<file path="src/rtl/cppe_pkg.sv">
// Shared types and constants of the coprime-pair pi estimator
package cppe_pkg;

  localparam int unsigned SAMPLE_IN_BITS = 64;
  localparam int unsigned CNT_BITS       = 32;
  localparam int unsigned EST_BITS       = 46;
  localparam int unsigned CFG_DATA_BITS  = 32;
  localparam int unsigned CFG_ADDR_BITS  = 3;

  localparam logic [EST_BITS-1:0] EST_MAX           = '1;
  localparam logic [CNT_BITS-1:0] SAMPLE_SIZE_RESET = 32'd1000;

  // register index, taken from paddr above the byte offset
  localparam logic REG_SAMPLE_SIZE = 1'b0;

  typedef struct packed {
    logic done;
    logic coprime;
  } gcd_res_t;

  typedef struct packed {
    logic                done;
    logic [EST_BITS-1:0] estimate;
  } est_res_t;

endpackage

</file>
<file path="src/rtl/cppe_gcd.sv">
// Iterative binary gcd unit that reports whether a pair is coprime
module cppe_gcd import cppe_pkg::*; #(
  parameter int unsigned SAMPLE_BITS = 64
) (
  input  logic                   clk_i,
  input  logic                   rst_ni,
  input  logic                   start_i,
  input  logic [SAMPLE_BITS-1:0] a_i,
  input  logic [SAMPLE_BITS-1:0] b_i,
  output gcd_res_t               res_o
);

  localparam logic [SAMPLE_BITS-1:0] ONE = SAMPLE_BITS'(1);

  logic [SAMPLE_BITS-1:0] a_q, a_d, b_q, b_d;
  logic                   busy_q, busy_d;
  gcd_res_t               res_q, res_d;
  logic [SAMPLE_BITS:0]   diff_ab, diff_ba;
  logic                   a_zero, b_zero;

  assign diff_ab = {1'b0, a_q} - {1'b0, b_q};
  assign diff_ba = {1'b0, b_q} - {1'b0, a_q};
  assign a_zero  = (a_q == '0);
  assign b_zero  = (b_q == '0);

  always_comb begin
    a_d          = a_q;
    b_d          = b_q;
    busy_d       = busy_q;
    res_d.done   = 1'b0;
    res_d.coprime = res_q.coprime;
    if (start_i) begin
      a_d    = a_i;
      b_d    = b_i;
      busy_d = 1'b1;
    end else if (busy_q) begin
      if (a_zero || b_zero) begin
        // gcd is the other operand; both zero gives gcd 0
        busy_d        = 1'b0;
        res_d.done    = 1'b1;
        res_d.coprime = a_zero ? (b_q == ONE) : (a_q == ONE);
      end else if (!a_q[0] && !b_q[0]) begin
        busy_d        = 1'b0;
        res_d.done    = 1'b1;
        res_d.coprime = 1'b0;
      end else if (!a_q[0]) begin
        a_d = a_q >> 1;
      end else if (!b_q[0]) begin
        b_d = b_q >> 1;
      end else if (diff_ab[SAMPLE_BITS]) begin
        b_d = diff_ba[SAMPLE_BITS-1:0] >> 1;
      end else begin
        a_d = diff_ab[SAMPLE_BITS-1:0] >> 1;
      end
    end
  end

  always_ff @(posedge clk_i or negedge rst_ni) begin
    if (!rst_ni) begin
      busy_q <= 1'b0;
      res_q  <= '0;
      a_q    <= '0;
      b_q    <= '0;
    end else begin
      busy_q <= busy_d;
      res_q  <= res_d;
      a_q    <= a_d;
      b_q    <= b_d;
    end
  end

  assign res_o = res_q;

endmodule

</file>
<file path="src/rtl/cppe_est.sv">
// Estimate unit: restoring divide then digit-by-digit square root on one subtractor
module cppe_est import cppe_pkg::*; #(
  parameter int unsigned FRACTION_BITS = 28
) (
  input  logic                clk_i,
  input  logic                rst_ni,
  input  logic                start_i,
  input  logic [CNT_BITS-1:0] sample_size_i,
  input  logic [CNT_BITS-1:0] count_i,
  output est_res_t            res_o
);

  // 6*size fits 35 bits; dividend is that shifted left by 2*FRACTION_BITS
  localparam int unsigned PROD_BITS = CNT_BITS + 3;
  localparam int unsigned NUM_BITS  = PROD_BITS + 2 * FRACTION_BITS;
  localparam int unsigned QW        = NUM_BITS + 1;
  localparam int unsigned RB        = QW / 2;
  localparam int unsigned UW        = (RB + 2 > CNT_BITS + 1) ? RB + 2 : CNT_BITS + 1;
  localparam int unsigned MW        = (RB > EST_BITS) ? RB : EST_BITS;
  localparam int unsigned CW        = $clog2(QW);

  typedef enum logic [1:0] {ST_IDLE, ST_DIV, ST_SQRT, ST_FIN} state_e;

  state_e              state_q, state_d;
  logic [QW-1:0]       q_q, q_d;
  logic [UW-1:0]       rem_q, rem_d;
  logic [RB-1:0]       root_q, root_d;
  logic [CNT_BITS-1:0] count_q, count_d;
  logic [CW-1:0]       cnt_q, cnt_d;
  est_res_t            res_q, res_d;

  logic [UW-1:0]        sub_a, sub_b;
  logic [UW:0]          diff;
  logic                 ge;
  logic [PROD_BITS-1:0] prod;
  logic [MW-1:0]        root_w;

  assign prod   = ({3'b000, sample_size_i} << 2) + ({3'b000, sample_size_i} << 1);
  assign root_w = MW'(root_q);

  // shared subtractor
  always_comb begin
    case (state_q)
      ST_SQRT: begin
        sub_a = {rem_q[UW-3:0], q_q[QW-1:QW-2]};
        sub_b = UW'({root_q, 2'b01});
      end
      default: begin
        sub_a = {rem_q[UW-2:0], q_q[QW-1]};
        sub_b = UW'(count_q);
      end
    endcase
  end

  assign diff = {1'b0, sub_a} - {1'b0, sub_b};
  assign ge   = !diff[UW];

  always_comb begin
    state_d      = state_q;
    q_d          = q_q;
    rem_d        = rem_q;
    root_d       = root_q;
    count_d      = count_q;
    cnt_d        = cnt_q;
    res_d.done     = 1'b0;
    res_d.estimate = res_q.estimate;
    case (state_q)
      ST_IDLE: begin
        if (start_i) begin
          q_d     = QW'({prod, {(2 * FRACTION_BITS){1'b0}}});
          rem_d   = '0;
          count_d = count_i;
          cnt_d   = CW'(QW - 1);
          state_d = ST_DIV;
        end
      end
      ST_DIV: begin
        rem_d = ge ? diff[UW-1:0] : sub_a;
        q_d   = {q_q[QW-2:0], ge};
        cnt_d = cnt_q - 1'b1;
        if (cnt_q == '0) begin
          // quotient now sits in q, ready as the radicand
          rem_d   = '0;
          root_d  = '0;
          cnt_d   = CW'(RB - 1);
          state_d = ST_SQRT;
        end
      end
      ST_SQRT: begin
        rem_d  = ge ? diff[UW-1:0] : sub_a;
        q_d    = {q_q[QW-3:0], 2'b00};
        root_d = {root_q[RB-2:0], ge};
        cnt_d  = cnt_q - 1'b1;
        if (cnt_q == '0) begin
          state_d = ST_FIN;
        end
      end
      ST_FIN: begin
        res_d.done     = 1'b1;
        res_d.estimate = (root_w > MW'(EST_MAX)) ? EST_MAX : root_w[EST_BITS-1:0];
        state_d        = ST_IDLE;
      end
      default: begin
        state_d = ST_IDLE;
      end
    endcase
  end

  always_ff @(posedge clk_i or negedge rst_ni) begin
    if (!rst_ni) begin
      state_q <= ST_IDLE;
      q_q     <= '0;
      rem_q   <= '0;
      root_q  <= '0;
      count_q <= '0;
      cnt_q   <= '0;
      res_q   <= '0;
    end else begin
      state_q <= state_d;
      q_q     <= q_d;
      rem_q   <= rem_d;
      root_q  <= root_d;
      count_q <= count_d;
      cnt_q   <= cnt_d;
      res_q   <= res_d;
    end
  end

  assign res_o = res_q;

endmodule

</file>
<file path="src/rtl/coprime_pair_pi_estimator.sv">
// Top level of the coprime-pair pi estimator
//
// Input channel: one 64-bit random sample per beat (sample_valid_i / sample_stall_o).
// The first sample after reset is only stored; every later sample is paired with
// the one before it and run through a binary gcd unit, one shift or subtract per cycle.
// The input stalls while a pair or an estimate is being worked on, and while a
// finished result waits to enter the output register.
// After sample_size pairs (APB register at byte address 0, reset 1000) a window
// with a nonzero coprime count computes its estimate on the estimate unit, in
// 36+2*FRACTION_BITS divide steps plus 18+FRACTION_BITS square-root steps, one
// bit per cycle on a shared subtractor.
// Output channel: coprime_count_o, pi_estimate_o (Q18.28), window_number_o per beat
// (result_valid_o / result_stall_i), held in an output register, so the next sample
// is taken while a result waits; only a further result waits for it to drain.
// Reset clears all counts, the stored sample and the output valid.
module coprime_pair_pi_estimator import cppe_pkg::*; #(
  parameter int unsigned SAMPLE_BITS   = 64,
  parameter int unsigned FRACTION_BITS = 28
) (
  input  logic                      clk_i,
  input  logic                      rst_ni,
  input  logic                      sample_valid_i,
  output logic                      sample_stall_o,
  input  logic [SAMPLE_IN_BITS-1:0] sample_i,
  output logic                      result_valid_o,
  input  logic                      result_stall_i,
  output logic [CNT_BITS-1:0]       coprime_count_o,
  output logic [EST_BITS-1:0]       pi_estimate_o,
  output logic [CNT_BITS-1:0]       window_number_o,
  input  logic                      psel,
  input  logic                      penable,
  input  logic                      pwrite,
  input  logic [CFG_ADDR_BITS-1:0]  paddr,
  input  logic [CFG_DATA_BITS-1:0]  pwdata,
  output logic [CFG_DATA_BITS-1:0]  prdata,
  output logic                      pready
);

  typedef enum logic [1:0] {ST_IDLE, ST_GCD, ST_EST, ST_PUSH} state_e;

  state_e                 state_q, state_d;
  logic                   primed_q, primed_d;
  logic [SAMPLE_BITS-1:0] prev_q, prev_d;
  logic [CNT_BITS-1:0]    size_q, size_d;
  logic [CNT_BITS-1:0]    pairs_q, pairs_d;
  logic [CNT_BITS-1:0]    tally_q, tally_d;
  logic [CNT_BITS-1:0]    windows_q, windows_d;
  logic                   est_start_q, est_start_d;
  logic                   out_valid_q, out_valid_d;
  logic [CNT_BITS-1:0]    out_count_q, out_count_d;
  logic [EST_BITS-1:0]    out_est_q, out_est_d;
  logic [CNT_BITS-1:0]    out_win_q, out_win_d;

  logic                   sample_acc, gcd_start, cfg_wr, reg_hit, out_free;
  logic [SAMPLE_BITS-1:0] sample_m;
  logic [CNT_BITS-1:0]    tally_new, pairs_next;
  gcd_res_t               gcd_res;
  est_res_t               est_res;

  assign sample_m   = sample_i[SAMPLE_BITS-1:0];
  assign sample_acc = sample_valid_i && (state_q == ST_IDLE);
  assign gcd_start  = sample_acc && primed_q;
  assign reg_hit    = (paddr[CFG_ADDR_BITS-1:2] == REG_SAMPLE_SIZE);
  assign cfg_wr     = psel && penable && pwrite && reg_hit;
  assign out_free   = !out_valid_q || !result_stall_i;
  assign tally_new  = tally_q + CNT_BITS'(gcd_res.coprime);
  assign pairs_next = pairs_q + 32'd1;

  cppe_gcd #(
    .SAMPLE_BITS(SAMPLE_BITS)
  ) u_gcd (
    .clk_i  (clk_i),
    .rst_ni (rst_ni),
    .start_i(gcd_start),
    .a_i    (prev_q),
    .b_i    (sample_m),
    .res_o  (gcd_res)
  );

  cppe_est #(
    .FRACTION_BITS(FRACTION_BITS)
  ) u_est (
    .clk_i        (clk_i),
    .rst_ni       (rst_ni),
    .start_i      (est_start_q),
    .sample_size_i(size_q),
    .count_i      (tally_q),
    .res_o        (est_res)
  );

  always_comb begin
    state_d     = state_q;
    primed_d    = primed_q;
    prev_d      = prev_q;
    size_d      = cfg_wr ? pwdata : size_q;
    pairs_d     = pairs_q;
    tally_d     = tally_q;
    windows_d   = windows_q;
    est_start_d = 1'b0;
    out_valid_d = out_valid_q && result_stall_i;
    out_count_d = out_count_q;
    out_est_d   = out_est_q;
    out_win_d   = out_win_q;
    case (state_q)
      ST_IDLE: begin
        if (sample_acc) begin
          prev_d   = sample_m;
          primed_d = 1'b1;
          if (primed_q) begin
            state_d = ST_GCD;
          end
        end
      end
      ST_GCD: begin
        if (gcd_res.done) begin
          tally_d = tally_new;
          if (pairs_next >= size_q) begin
            pairs_d = '0;
            // an empty window gives nothing and runs on
            if (tally_new != '0) begin
              est_start_d = 1'b1;
              state_d     = ST_EST;
            end else begin
              state_d = ST_IDLE;
            end
          end else begin
            pairs_d = pairs_next;
            state_d = ST_IDLE;
          end
        end
      end
      ST_EST: begin
        if (est_res.done) begin
          state_d = ST_PUSH;
        end
      end
      ST_PUSH: begin
        if (out_free) begin
          out_valid_d = 1'b1;
          out_count_d = tally_q;
          out_est_d   = est_res.estimate;
          out_win_d   = windows_q + 32'd1;
          windows_d   = windows_q + 32'd1;
          tally_d     = '0;
          state_d     = ST_IDLE;
        end
      end
      default: begin
        state_d = ST_IDLE;
      end
    endcase
  end

  always_ff @(posedge clk_i or negedge rst_ni) begin
    if (!rst_ni) begin
      state_q     <= ST_IDLE;
      primed_q    <= 1'b0;
      prev_q      <= '0;
      size_q      <= SAMPLE_SIZE_RESET;
      pairs_q     <= '0;
      tally_q     <= '0;
      windows_q   <= '0;
      est_start_q <= 1'b0;
      out_valid_q <= 1'b0;
      out_count_q <= '0;
      out_est_q   <= '0;
      out_win_q   <= '0;
    end else begin
      state_q     <= state_d;
      primed_q    <= primed_d;
      prev_q      <= prev_d;
      size_q      <= size_d;
      pairs_q     <= pairs_d;
      tally_q     <= tally_d;
      windows_q   <= windows_d;
      est_start_q <= est_start_d;
      out_valid_q <= out_valid_d;
      out_count_q <= out_count_d;
      out_est_q   <= out_est_d;
      out_win_q   <= out_win_d;
    end
  end

  assign sample_stall_o  = (state_q != ST_IDLE);
  assign result_valid_o  = out_valid_q;
  assign coprime_count_o = out_count_q;
  assign pi_estimate_o   = out_est_q;
  assign window_number_o = out_win_q;
  assign pready          = 1'b1;
  assign prdata          = reg_hit ? size_q : '0;

endmodule

</file>
<file path="config.mk">
export PLATFORM = sky130hd
export DESIGN_NAME = coprime_pair_pi_estimator
export DESIGN_NICKNAME = d
export VERILOG_FILES = /design/src/rtl/cppe_pkg.sv /design/src/rtl/cppe_gcd.sv /design/src/rtl/cppe_est.sv /design/src/rtl/coprime_pair_pi_estimator.sv
export SDC_FILE = /design/constraint.sdc
export NUM_CORES = 2
export LEC_CHECK = 0
export ABC_AREA = 1
export ABC_CLOCK_PERIOD_IN_PS = 4100
export BUFFER_PORTS_ARGS = -buffer_cell sky130_fd_sc_hd__buf_2
export CELL_PAD_IN_SITES_DETAIL_PLACEMENT = 0
export CELL_PAD_IN_SITES_GLOBAL_PLACEMENT = 1
export CORE_MARGIN = 3
export CORE_UTILIZATION = 45
export DETAILED_ROUTE_END_ITERATION = 6
export MAX_ROUTING_LAYER = met4
export PLACE_DENSITY_LB_ADDON = 0.25
export SYNTH_ARGS = -nofsm -noshare
export SYNTH_HDL_FRONTEND = slang
export SYNTH_HIERARCHICAL = 1
export SYNTH_SLANG_ARGS = --single-unit
export TNS_END_PERCENT = 30
</file>
<file path="constraint.sdc">
create_clock -name clk_i -period 4.1 [get_ports clk_i]
set_input_delay 0.615 -clock clk_i [delete_from_list [all_inputs] [get_ports clk_i]]
set_output_delay 0.615 -clock clk_i [all_outputs]
set_load 0.005 [all_outputs]
</file>
==> run_summary.xml <==
<?xml version="1.0" encoding="UTF-8"?>
<metrics>
  <group name="worst_setup_path">
    <metric name="arrival" unit="ps">4260</metric>
    <metric name="crit_slowest_cell" unit="">dfrtp_1</metric>
    <metric name="worst-endpoint-required" unit="ps">4650</metric>
    <metric name="r2r_start" unit="">u_est/state_q[0]$_DFFE_PN0P_</metric>
    <metric name="reg2reg_slack" unit="ps">390</metric>
    <metric name="critPathCaptureType" unit="">flop</metric>
    <metric name="r2r_cells" unit="">19</metric>
    <metric name="timing.critical_path.fanout_max" unit="">61</metric>
    <metric name="cp_cell_sequence" unit="">inv_1 &gt; ha_2 &gt; buf_12 &gt; o21ai_0 &gt; ha_1 &gt; nand2_1 &gt; inv_1 &gt; nand2_1 &gt; nand2_1 &gt; nand4_1 &gt; nand2_1 &gt; nand2_2 &gt; o21ai_4 &gt; nand3_2 &gt; nand2_4 &gt; buf_4 &gt; nand2_1 &gt; nand3_1 &gt; nand2_1</metric>
    <metric name="critPathMaxStageDelay" unit="ps">420</metric>
    <metric name="crit_type" unit="">flop to flop</metric>
    <metric name="cpMostUsedCell" unit="">nand2_1</metric>
    <metric name="worstSetupStartpoint" unit="">u_est/state_q[0]$_DFFE_PN0P_</metric>
    <metric name="worstReg2RegEnd" unit="">u_est/rem_q[14]$_DFFE_PN0P_</metric>
    <metric name="worst_setup_path_start_kind" unit="">flop</metric>
  </group>
  <group name="final_layout">
    <metric name="regArea" unit="um^2">17000</metric>
    <metric name="post_route_cells_drive_above_1_share" unit="">0.0859</metric>
    <metric name="commonest_non_fill_non_tap_cell_in_the_layout" unit="">nand2_1</metric>
    <metric name="mostFrequentLayoutCells" unit="">nand2_1, inv_1, nor2_1</metric>
    <metric name="num-fill-cells" unit="">11700</metric>
    <metric name="finalNonFillerCells" unit="">9481</metric>
    <metric name="nets" unit="">8283</metric>
    <metric name="final_cell_area" unit="um^2">56400</metric>
    <metric name="final_core_util" unit="">0.506</metric>
    <metric name="multi_input_area" unit="um^2">28200</metric>
    <metric name="synthToLayoutAreaGrowth" unit="%">11.0</metric>
  </group>
  <group name="clock_network">
    <metric name="clk-insertion-delay-late" unit="ps">680</metric>
    <metric name="cts_buffers" unit="">80</metric>
    <metric name="cts_setup_buffers" unit="">0</metric>
    <metric name="clockBufferDepth" unit="">3</metric>
    <metric name="htree_levels" unit="">3</metric>
    <metric name="tritoncts" unit="">built</metric>
    <metric name="cts.sink_count" unit="">679</metric>
    <metric name="cts-root-buf" unit="">clkbuf_16</metric>
    <metric name="cts.reportedPaths.clkPinSlew" unit="ps">60</metric>
  </group>
  <group name="pwr">
    <metric name="power.density" unit="nW/um^2">284</metric>
    <metric name="power.ir.vdd_worst" unit="mV">0.314</metric>
    <metric name="power.total" unit="mW">16.0</metric>
    <metric name="total_leakage_power" unit="nW">31.9</metric>
  </group>
  <group name="route">
    <metric name="route.vias.total" unit="">49900</metric>
    <metric name="detail_route.drc_violations" unit="">11</metric>
    <metric name="avgRoutedWirePerCell" unit="um">19.4</metric>
    <metric name="drtIter0Drc" unit="">4483</metric>
    <metric name="drt_pre_antenna_iters" unit="">7</metric>
    <metric name="via_per_instance_ratio" unit="">5.26</metric>
    <metric name="total_wirelength_of_the_detailed_routed_design" unit="mm">184</metric>
    <metric name="drt.antenna.violating_nets" unit="">0</metric>
  </group>
  <group name="synthesis">
    <metric name="post_synth_instance_area" unit="um^2">50800</metric>
    <metric name="synth_cells" unit="">7779</metric>
    <metric name="ys_warn_count" unit="">6</metric>
    <metric name="async_reset_ff_frac" unit="">1.00</metric>
    <metric name="syn-num-nets" unit="">8138</metric>
    <metric name="synth.lib_cells_used.distinct" unit="">59</metric>
    <metric name="synth_top_area_cells" unit="">dfrtp_1, nand2_1, inv_1</metric>
    <metric name="synth.yosys.seq_area_share" unit="">0.334</metric>
    <metric name="synth_top_area_share" unit="">0.331</metric>
    <metric name="synth-edff-count" unit="">0</metric>
    <metric name="postSynthRegisterBits" unit="">679</metric>
    <metric name="avgSynthCellArea" unit="um^2">6.54</metric>
    <metric name="synth_largest_area_cell" unit="">dfrtp_1</metric>
    <metric name="yosys_most_used_dff" unit="">dfrtp_1</metric>
  </group>
  <group name="placement">
    <metric name="total_cell_area_at_the_placement_stage" unit="um^2">53600</metric>
    <metric name="placement.io_buffers" unit="">247</metric>
    <metric name="gp_congestion" unit="">1.05</metric>
    <metric name="dpl.cell_count" unit="">9329</metric>
    <metric name="post-dp-hpwl" unit="mm">146</metric>
  </group>
  <group name="grt">
    <metric name="initial_antenna_violation_count" unit="">16</metric>
    <metric name="globalRoute.totalOverflow" unit="">0</metric>
    <metric name="wire_length_of_the_first_global_routing_pass" unit="mm">282</metric>
    <metric name="grt_use_total" unit="">0.319</metric>
    <metric name="grt_max_degree" unit="">99</metric>
    <metric name="grt_pass1_vias" unit="">47500</metric>
  </group>
  <group name="timing">
    <metric name="number_of_slew_limit_violations_in_the_final_report" unit="">0</metric>
    <metric name="worstMarginPinSlew" unit="ps">1040</metric>
    <metric name="post-route-min-period" unit="ps">3710</metric>
    <metric name="timing.clock.skew" unit="ps">50.4</metric>
    <metric name="achievable-frequency" unit="GHz">0.270</metric>
    <metric name="tns" unit="ps">0</metric>
    <metric name="slew_headroom" unit="">0.303</metric>
    <metric name="grt_setup_unrepaired" unit="">false</metric>
    <metric name="fin_crit_sh" unit="">0.905</metric>
    <metric name="finalHoldViolations" unit="">0</metric>
    <metric name="setup_viol_count_final" unit="">0</metric>
  </group>
  <group name="min_path">
    <metric name="hold_path.startpoint" unit="">pwdata[3]</metric>
    <metric name="worst_hold_path.num_cells" unit="">3</metric>
    <metric name="timing.hold.worst_endpoint" unit="">size_q[3]$_DFFE_PN1P_</metric>
    <metric name="holdCritPathClass" unit="">primary input to flop</metric>
  </group>
  <group name="floorplan">
    <metric name="floorplan.initialDensity" unit="">0.456</metric>
    <metric name="chip_width" unit="um">342</metric>
    <metric name="placeableCoreArea" unit="um^2">111000</metric>
    <metric name="die_area" unit="um^2">117000</metric>
    <metric name="top_level_i_o_count" unit="">251</metric>
    <metric name="rows" unit="">122</metric>
    <metric name="die_y" unit="um">342</metric>
  </group>
  <group name="run_status">
    <metric name="outcome" unit="">finished, violations left</metric>
    <metric name="violations_in_the_final_reports" unit="">DRC</metric>
  </group>
  <group name="job">
    <metric name="max_cap_violations" unit="">0</metric>
  </group>
</metrics>
[power breakdown]
part	internal (mW)	switching, mW	total (mW)
Combinational	0.538	1.12	1.66
Sequential	6.77	0.0779	6.85
Clock	4.46	3.07	7.53
[worst max-delay path: cells and delay by family (launching register included)]
kind	cells	cell delay (ps)
and+or+nand+nor	11	1200
buffers and inverters	4	850
AOI/OAI and AO/OA	2	410
DFF	1	420
adders and majority gates	2	670
[state kept, by name, summed over array words and instances (netlist names), 46 cells and up, named ones only]
register and cells:
u_est/root_q 46, u_est/rem_q 47, pi_estimate_o 46, u_est/res_o 47, u_est/q_q 92, u_gcd/b_q 64, prev_q 64, u_gcd/a_q 64
[cell families (layout without fill, tap and decap cells)]
group / after synthesis / after routing / synth area share
XOR/XNOR: 145 / 145 / 0.0250
multiplexers: 105 / 105 / 0.0233
AO/OA/AOI/OAI: 1001 / 1001 / 0.111
AND/OR/NAND/NOR: 4125 / 4125 / 0.331
other: 1 / 9 / 0.0000738
buffers and inverters: 1470 / 1676 / 0.113
flip-flops: 679 / 679 / 0.334
adder cells (fa/ha/maj): 253 / 253 / 0.0629
[metrics by stage]
step / hold slack (ps) / setup slack (ps)
global placement: 447 / 292
CTS: 136 / 115
finish: 180 / 391
global route: 158 / 5.00
detailed placement: 450 / 139
floorplan: 319 / 363
[synthesized netlist by cell type, types with 55 or more instances]
| cell type | n |
|---|---|
| xnor2_1 | 63 |
| xor2_1 | 82 |
| inv_1 | 1177 |
| clkbuf_1 | 156 |
| dfrtp_1 | 673 |
| nand3_1 | 376 |
| mux2_2 | 105 |
| ha_1 | 249 |
| o21ai_0 | 320 |
| nor3_1 | 55 |
| nor2_1 | 862 |
| o22ai_1 | 59 |
| nand2_1 | 2579 |
| a21oi_1 | 399 |
| nand4_1 | 135 |
| a22oi_1 | 72 |
[layout make-up]
class                   count  area share
well taps                1488      0.0330
clock buffers             108      0.0391
clock inverters            35     0.00982
multi-input cells        5630       0.500
inverters                1200      0.0800
diodes                      8    0.000355
flip-flops and latches    679       0.301
repair buffers            333      0.0366
[routing by layer]
metal | vias up | part of all wire | track usage
li1 | 24800 | - | -
met1 | 23600 | 0.46 | 0.435
met2 | 1273 | 0.46 | 0.503
met3 | 238 | 0.047 | 0.0312
met4 | 0 | 0.033 | 0.0936
met5 | - | 0 | -
[worst max-delay path by stage]
stage / slack [ps] / depth (start not counted) / endpoint
3_5_place_dp: 140 / 17 / u_est/rem_q[15]$_DFFE_PN0P_
4_1_cts: 120 / 17 / u_est/rem_q[19]$_DFFE_PN0P_
5_1_grt: 5 / 19 / u_est/rem_q[38]$_DFFE_PN0P_
3_3_place_gp: 290 / 17 / u_est/rem_q[3]$_DFFE_PN0P_
6_report: 390 / 19 / u_est/rem_q[14]$_DFFE_PN0P_
2_1_floorplan: 360 / 25 / u_est/rem_q[0]$_DFFE_PN0P_
[timing repair]
| action | CTS | global route |
|---|---|---|
| endpoints found under the hold margin | 36 | 0 |
| hold buffers | 1 | 0 |
| setup endpoints to repair | 0 | 49 |
| resized for setup | 0 | 12 |
No activity file was read; power rests on OpenSTA's default activity.
